==> src/design/msl_pkg.sv <==
// shared types, constants and header helpers for the mp4 sample locator
package msl_pkg;

	localparam int SAMPLE_DEPTH = 4096;
	localparam int CHUNK_DEPTH  = 1024;
	localparam int RUN_DEPTH    = 64;

	localparam int SAW = (SAMPLE_DEPTH > 1) ? $clog2(SAMPLE_DEPTH) : 1;
	localparam int CAW = (CHUNK_DEPTH > 1) ? $clog2(CHUNK_DEPTH) : 1;
	localparam int RAW = (RUN_DEPTH > 1) ? $clog2(RUN_DEPTH) : 1;
	localparam int RCW = $clog2(RUN_DEPTH + 1);

	localparam logic [10:0] CHUNK_MAX = 11'h7FF;

	// opcodes of an input item
	localparam logic [2:0] OP_LOAD_SIZE  = 3'd0;
	localparam logic [2:0] OP_LOAD_CHUNK = 3'd1;
	localparam logic [2:0] OP_LOAD_RUN   = 3'd2;
	localparam logic [2:0] OP_RESTART    = 3'd3;
	localparam logic [2:0] OP_NEXT       = 3'd4;

	// result status codes
	localparam logic [1:0] ST_OK       = 2'd0;
	localparam logic [1:0] ST_END      = 2'd1;
	localparam logic [1:0] ST_TOO_BIG  = 2'd2;
	localparam logic [1:0] ST_NO_CHUNK = 2'd3;

	// configuration register indexes
	localparam logic [2:0] REG_DEFAULT_SIZE = 3'd0;
	localparam logic [2:0] REG_SAMPLE_COUNT = 3'd1;
	localparam logic [2:0] REG_RUN_COUNT    = 3'd2;
	localparam logic [2:0] REG_SAMPLE_RATE  = 3'd3;
	localparam logic [2:0] REG_CHANNELS     = 3'd4;
	localparam logic [2:0] REG_BUFFER       = 3'd5;

	typedef struct packed {
		logic [2:0]  opcode;
		logic [11:0] entry_index;
		logic [31:0] entry_value;
		logic [15:0] run_samples;
	} item_t;

	typedef struct packed {
		logic [1:0]  status;
		logic [31:0] file_offset;
		logic [12:0] frame_bytes;
		logic [12:0] total_bytes;
		logic [55:0] adts_header;
	} result_t;

	typedef struct packed {
		logic [12:0] default_sample_size;
		logic [12:0] sample_count;
		logic [6:0]  run_entry_count;
		logic [16:0] sample_rate_hz;
		logic [2:0]  channel_count;
		logic [12:0] buffer_bytes;
	} cfg_t;

	// command kinds after classification in the front part
	typedef enum logic [2:0] {
		K_NOP, K_LOAD_SIZE, K_LOAD_CHUNK, K_LOAD_RUN, K_RESTART, K_NEXT
	} kind_t;

	typedef struct packed {
		kind_t       kind;
		logic [11:0] idx;
		logic [31:0] val;
		logic [15:0] rs;
	} cmd_t;

	typedef enum logic [2:0] {
		S_IDLE, S_RST, S_SIZE, S_COFF, S_SCAN, S_EMIT
	} state_t;

	function automatic logic [3:0] freq_index(input logic [16:0] hz);
		priority if (hz >= 17'd96000) return 4'd0;
		else if (hz >= 17'd88200) return 4'd1;
		else if (hz >= 17'd64000) return 4'd2;
		else if (hz >= 17'd48000) return 4'd3;
		else if (hz >= 17'd44100) return 4'd4;
		else if (hz >= 17'd32000) return 4'd5;
		else if (hz >= 17'd24000) return 4'd6;
		else if (hz >= 17'd22050) return 4'd7;
		else if (hz >= 17'd16000) return 4'd8;
		else if (hz >= 17'd12000) return 4'd9;
		else return 4'd4;
	endfunction

	// aac-lc adts header without crc, first byte most significant
	function automatic logic [55:0] make_header(input logic [12:0] len,
			input logic [16:0] hz, input logic [2:0] ch);
		return {8'hFF, 8'hF1, 2'b01, freq_index(hz), 1'b0, ch[2],
			ch[1:0], 4'b0000, len[12:11], len[10:3], len[2:0], 5'h1F, 8'hFC};
	endfunction

endpackage

==> src/design/msl_front.sv <==
// front part: accepts items, classifies them and queues commands
module msl_front (
	input  logic            clk,
	input  logic            arst_n,
	input  logic            push,
	output logic            full,
	input  msl_pkg::item_t  item,
	output logic            cmd_valid,
	output msl_pkg::cmd_t   cmd,
	input  logic            cmd_pop
);
	import msl_pkg::*;

	cmd_t       slot_q [2];
	logic       wr_q, rd_q;
	logic [1:0] cnt_q;
	cmd_t       cls;
	logic       take;

	// classify; loads beyond a table become no-ops
	always_comb begin
		cls.idx = item.entry_index;
		cls.val = item.entry_value;
		cls.rs  = item.run_samples;
		unique case (item.opcode)
			OP_LOAD_SIZE:  cls.kind = (32'(item.entry_index) < SAMPLE_DEPTH) ? K_LOAD_SIZE : K_NOP;
			OP_LOAD_CHUNK: cls.kind = (32'(item.entry_index) < CHUNK_DEPTH) ? K_LOAD_CHUNK : K_NOP;
			OP_LOAD_RUN:   cls.kind = (32'(item.entry_index) < RUN_DEPTH) ? K_LOAD_RUN : K_NOP;
			OP_RESTART:    cls.kind = K_RESTART;
			OP_NEXT:       cls.kind = K_NEXT;
			default:       cls.kind = K_NOP;
		endcase
	end

	assign full      = (cnt_q == 2'd2);
	assign take      = push && !full;
	assign cmd_valid = (cnt_q != 2'd0);
	assign cmd       = slot_q[rd_q];

	// two-entry command queue
	always_ff @(posedge clk) begin
		if (take)
			slot_q[wr_q] <= cls;
	end

	always_ff @(posedge clk or negedge arst_n) begin
		if (!arst_n) begin
			wr_q  <= 1'b0;
			rd_q  <= 1'b0;
			cnt_q <= 2'd0;
		end else begin
			if (take)
				wr_q <= !wr_q;
			if (cmd_pop)
				rd_q <= !rd_q;
			cnt_q <= cnt_q + {1'b0, take} - {1'b0, cmd_pop};
		end
	end
endmodule

==> config.mk <==
export PLATFORM = sky130hd
export DESIGN_NAME = msl_front
export DESIGN_NICKNAME = d
export VERILOG_FILES = /design/src/design/msl_pkg.sv /design/src/design/msl_front.sv
export SDC_FILE = /design/constraint.sdc
export NUM_CORES = 1
export LEC_CHECK = 0
export BUFFER_PORTS_ARGS = -buffer_cell sky130_fd_sc_hd__buf_2
export CORE_ASPECT_RATIO = 0.5
export CORE_MARGIN = 5
export CORE_UTILIZATION = 49
export CTS_BUF_LIST = sky130_fd_sc_hd__clkbuf_4 sky130_fd_sc_hd__clkbuf_8
export DETAILED_ROUTE_END_ITERATION = 10
export HOLD_SLACK_MARGIN = 0.08
export PLACE_DENSITY = 0.78
export SYNTH_ARGS = -nofsm -noshare
export SYNTH_HDL_FRONTEND = slang
export SYNTH_SLANG_ARGS = --single-unit
==> constraint.sdc <==
create_clock -name clk -period 3.8 [get_ports clk]
set_clock_uncertainty 0.2 [all_clocks]
set_input_delay 0.38 -clock clk [delete_from_list [all_inputs] [get_ports clk]]
set_output_delay 0.38 -clock clk [all_outputs]
set_load 0.01 [all_outputs]
; ---- Word-level counts from Yosys, hierarchy flattened
; Memories as Yosys holds them, arrays and structs flattened.
; Cells that the tools add are included.
[totals]
regBits = 4
ramBits = 126
in_bits = 67
out_inout_bits = 65
elab_cells = 24
mem_count = 1
[op_classes]
n_addsub = 2
order_cmp = 2
eq_ne = 5
muxes = 5
n_reduce_logical = 6
[mem_list]
columns = name, words, word_bits, rd, rd_clocked_by_memory_dff, write_ports, line_no
row1 = slot_q, 2, 63, 1, 0, 1, msl_front.sv:14  ; cmd_t slot_q [2];
[op_table]
columns = cell, n
row1 = $pmux W3 S5, 1
row2 = $lt A12 B11 Y1 const B, 1
row3 = $lt A12 B7 Y1 const B, 1
row4 = $eq A3 B2 Y1 const B, 2
row5 = $mux W2, 2
row6 = $eq A3 B1 Y1 const B, 1
row7 = $eq A3 B3 Y1 const B, 1
row8 = $logic_not A1 Y1, 3
row9 = $logic_not A3 Y1, 1
row10 = $add A2 B1 Y2, 1
row11 = $eq A2 B2 Y1 const B, 1
row12 = $mux W1, 2
row13 = $reduce_bool A2 Y1, 1
row14 = $sub A2 B1 Y2, 1
row15 = $logic_and A1 B1 Y1, 1

; ---- Logic depth before layout (Yosys ltp)
[logic_depth]
depth_word = 5
ltp_mapped = 7
depth_no_buf = 7

; ---- Worst setup path after synthesis
; No wires, ideal clock.
[synth_timing]
path_kind = reg-to-reg
start = reg cnt_q[1]
end = mem slot_q[0][0] (netlist name), enable pin
setup_time_ns = 0.484
t_arrival_ns = 3.223
path_slack_ns = -0.107
path_stages_with_launch = 4
n_path_buf = 0
period_less_slack_ns = 3.907
cell_sequence = dfrtp_1 nand2b_1 nand2_1 nor2_1
[synth_via]
elab_chain_cells = 5
[synth_rtl]
columns = element, line_no
row1 = start: declaration, msl_front.sv:16  ; logic [1:0] cnt_q;
row2 = start signal: assignment, msl_front.sv:56  ; cnt_q <= cnt_q + {1'b0, take} - {1'b0, cmd_pop};
row3 = $eq A2 B2 Y1, msl_front.sv:35  ; assign full = (cnt_q == 2'd2);
row4 = $logic_not A1 Y1, msl_front.sv:36  ; assign take = push && !full;
row5 = $logic_and A1 B1 Y1, msl_front.sv:36
row6 = $mux W1, msl_front.sv:42  ; if (take)
row7 = $mux W1 (not written as such), msl_front.sv:43  ; slot_q[wr_q] <= cls;
row8 = end: declaration, msl_front.sv:14
; Every way passes these cells.

==> results.txt <==
The flow ran to the end, and the final reports show no timing, DRC or antenna violations. After the first detailed-routing iteration, the DRC count stood at 165. The number of hold violations in the final report was 0. On the worst path, the slowest cell contributes a delay of 1.20 ns. The number of buffers between clock root and the deepest sink came out at 2. After synthesis, the cell types taking the most area are sky130_fd_sc_hd__edfxtp_1 (74%), sky130_fd_sc_hd__mux2_4 (17%), sky130_fd_sc_hd__buf_12 (2.4%).

The number of clock sinks is 130. The H-tree generated during clock tree synthesis spans 4 levels. STA classifies the critical path startpoint as a flop. The placer congestion estimate came out at 0.737.

The analysis attributes to net switching a power of 1.41 mW. The peak supply drop came out at 349 µV. The die span in y came out at 82.1 µm.

The count of TritonRoute iterations in the first routing pass came out at 5. The post-route DRC violation count came out at 0. The number of cells on the worst hold path is 2.

Counting every instance in the synthesized netlist gives 224. Yosys printed 0 warnings. The number of buffers added by the clock tree synthesis step came out at 17. Max-cap violations in this run came to 0. The sum of negative setup slack is 0 ns. At the pin with the least slew margin, the transition time is 1.18 ns. The analysis attributes to cell leakage a power of 2.82 nW. The HPWL after detailed placement is 6.00 mm.

The global-route wire length before repair came out at 15.1 mm. In this run the worst setup path begins at rd_q. At the worst endpoint, the required time is 3.22 ns. The net switching fraction of the power is 27.9%.

The worst hold path terminates at slot_q[0][60]. Counting flops and latches in the post-synthesis netlist gives 130. The worst register-to-register path has a depth of 4. The endpoint identified for the worst register-to-register timing path is slot_q[0][28]. The number of nets still failing antenna checks after routing is 0.

The number of primary I/O pins came out at 132. The largest individual stage delay along the critical path comes from the cell sky130_fd_sc_hd__dfrtp_4. The initial antenna violation count is 0. The average instance in the mapped netlist occupies 22.8 µm².

The multi-input gate area in the final layout is 1080 µm². The internal power came out at 3.65 mW. TritonCTS built the clock tree.

The final count of pins violating max slew is 0. The net total in the final layout came out at 504. The initial core utilization is 50.1%. In this run the core area contains 26 standard-cell rows.

The type of the worst min-delay path is primary input to flop. The number of buffers inserted to repair setup after CTS came out at 0. The distinct cell type count after synthesis is 21. The core region area is 10,200 µm². The count of vias placed by the detailed router came out at 2,761. The largest net degree at the start of global routing is 65.

Combinational logic is responsible for 28.8% of the overall power. The worst setup path is captured at a primary output. After clock tree synthesis, the clock-pin slew on the worst setup and hold paths is 0.07 ns.

Hold repair after CTS inserted 64 buffers. For this run, asynchronously set or reset flops after synthesis account for 3.08%. Traced cell by cell, the critical path runs through mux2_2 -> buf_2. In the routed layout, each cell is associated on average with a via count of 4.70. The sequential group share of total power is 44.1%. In the synthesized netlist, the cells that appear most often are sky130_fd_sc_hd__edfxtp_1 (126), sky130_fd_sc_hd__mux2_4 (59), sky130_fd_sc_hd__buf_12 (6). The sum of overflow across all layers after global routing is 0. The final count of negative-setup-slack endpoints came out at 0. The later-pin clock latency in the skew report came out at 0.42 ns. In this run the horizontal extent of the chip is 154 µm. The start point of the worst hold path is item[61]. Data arrives at the worst endpoint at 2.23 ns. The diode insertion count for antenna repair came out at 0.

Summed over its instances, the top area cell type makes up 74.2% of the synthesized netlist area. The startpoint identified for the worst register-to-register timing path is cnt_q[1]. The worst register-to-register path has a setup slack of 1.54 ns. The share of the Yosys chip area taken by registers is 76.2%. Post-CTS repair changed the size of 0 cells.

The number of global-route vias before repair is 2,955. The die outline area is 12,700 µm². The worst pin sits at a relative slew slack of 21.5%. The most used flip-flop cell after synthesis is sky130_fd_sc_hd__edfxtp_1. Dividing total power by cell area gives a power density of 726 nW/µm². The clock group share of total power is 27.1%. Synthesis produced a netlist with a net count of 293. sky130_fd_sc_hd__edfxtp_1 takes more of the synthesized area than any other cell. The synthesized netlist occupies a cell area of 5100 µm². The critical path is of the flop to primary output type.

The total track usage is 16.0%. The tree is rooted in a sky130_fd_sc_hd__clkbuf_8. Setup repair after global routing left no endpoint under its margin. The time the final worst path needs with I/O delays and setup came out at 2.81 ns. The final clock period utilization by the worst path came out at 73.9%. Dividing the detail-routed wire length by the instance count gives 16.7 µm.

Compared with the post-synthesis result, the final layout area differs by 36.7%. The maximum clock frequency is 356 MHz. The total wire length is 9.79 mm. The fraction of final layout cells with drive strength greater than 1 is 51.6%.

The layout filler cell count came out at 651. The total chip power came out at 5.06 mW. The area used by sequential logic in the layout came out at 3890 µm².

The number of enable-type register cells in the synthesized netlist is 126. The total of buffers placed on input and output ports is 131. The post-layout utilization of the core came out at 68.4%. The library cell with the highest instance count after synthesis is sky130_fd_sc_hd__edfxtp_1. In this run the worst path has a maximum fanout of 64.
## power by group through the flow
stage	combinational [mW]	sequential, mW	clock (mW)
floorplan	1.21	2.07	0
global placement	1.39	2.24	0
detailed placement	1.43	2.27	0
CTS	1.48	2.24	1.39
global route	1.55	2.28	1.46
finish	1.46	2.23	1.37
## flip-flops by register name, summed over array words and instances (netlist names)
| register | cells |
|---|---|
| wr_q | 1 |
| slot_q | 126 |
| cnt_q | 2 |
| rd_q | 1 |
## worst max path at each step
| stage | to | slack [ns] | cells past startpoint |
|---|---|---|---|
| 2_1_floorplan | slot_q[0][0] | 0.95 | 3 |
| 3_3_place_gp | cmd[62] | 1.46 | 2 |
| 3_5_place_dp | cmd[0] | 1.42 | 2 |
| 4_1_cts | cmd[0] | 0.95 | 2 |
| 5_1_grt | cmd[2] | 0.86 | 2 |
| 6_report | cmd[2] | 0.99 | 2 |
## placed cells by master, fill, tap and decap left out, types with 2 or more instances in the layout
cell type and n:
sky130_fd_sc_hd__dlygate4sd3_1 65, sky130_fd_sc_hd__mux2_2 4, sky130_fd_sc_hd__clkbuf_8 17, sky130_fd_sc_hd__clkinv_2 2, sky130_fd_sc_hd__dfrtp_1 3, sky130_fd_sc_hd__buf_2 131, sky130_fd_sc_hd__nand2_1 4, sky130_fd_sc_hd__ha_1 2
sky130_fd_sc_hd__xnor2_1 3, sky130_fd_sc_hd__bufinv_16 6, sky130_fd_sc_hd__clkinvlp_4 2, sky130_fd_sc_hd__clkinv_4 3, sky130_fd_sc_hd__inv_1 2, sky130_fd_sc_hd__clkinv_1 2, sky130_fd_sc_hd__nand2b_1 2, sky130_fd_sc_hd__buf_4 2
sky130_fd_sc_hd__mux2_4 59, sky130_fd_sc_hd__edfxtp_1 126
## kinds of logic (layout without fill, tap and decap cells)
family / Yosys count / in the layout / share of synthesized area, %
fa+ha+maj: 2 / 2 / 0.491
compound gates: 3 / 3 / 0.344
mux: 63 / 63 / 18.3
buf+inv: 9 / 233 / 2.72
flops: 130 / 130 / 76.2
xor+xnor: 4 / 4 / 0.687
simple gates: 13 / 13 / 1.30
## routing by layer
| metal | vias up | GRT usage [%] | share of wire (%) |
|---|---|---|---|
| met4 | 0 | 6.52 | 1.6 |
| met2 | 63 | 29.8 | 56 |
| met3 | 15 | 4.95 | 4.2 |
| met5 | - | 0 | 0 |
| li1 | 1301 | - | - |
| met1 | 1382 | 17.4 | 38 |
## critical path: cells and delay by family (launching register included)
family / cells / cell delay, ns
buffers and inverters: 1 / 0.14
flip-flops: 1 / 1.20
multiplexers: 1 / 0.42
## metrics by stage
step | hold slack [ns] | setup slack [ns] | instances | instance area (µm²)
floorplan | -0.116 | 0.946 | 224 | 5100
global placement | -0.0167 | 1.46 | 491 | 5840
detailed placement | -0.00535 | 1.42 | 491 | 5840
CTS | 0.0929 | 0.946 | 587 | 6960
global route | 0.0941 | 0.857 | 588 | 6970
finish | 0.123 | 0.993 | 588 | 6970
## layout make-up
class                           count  share of cell area (%)
Clock inverter                     15                    3.43
Timing Repair Buffer              199                    19.2
Sequential cell                   130                    55.8
Inverter                            2                   0.108
Clock buffer                       17                    3.36
Multi-Input combinational cell     85                    15.6
Tap cell                          140                    2.51
Power figures use the tool's default switching activity.
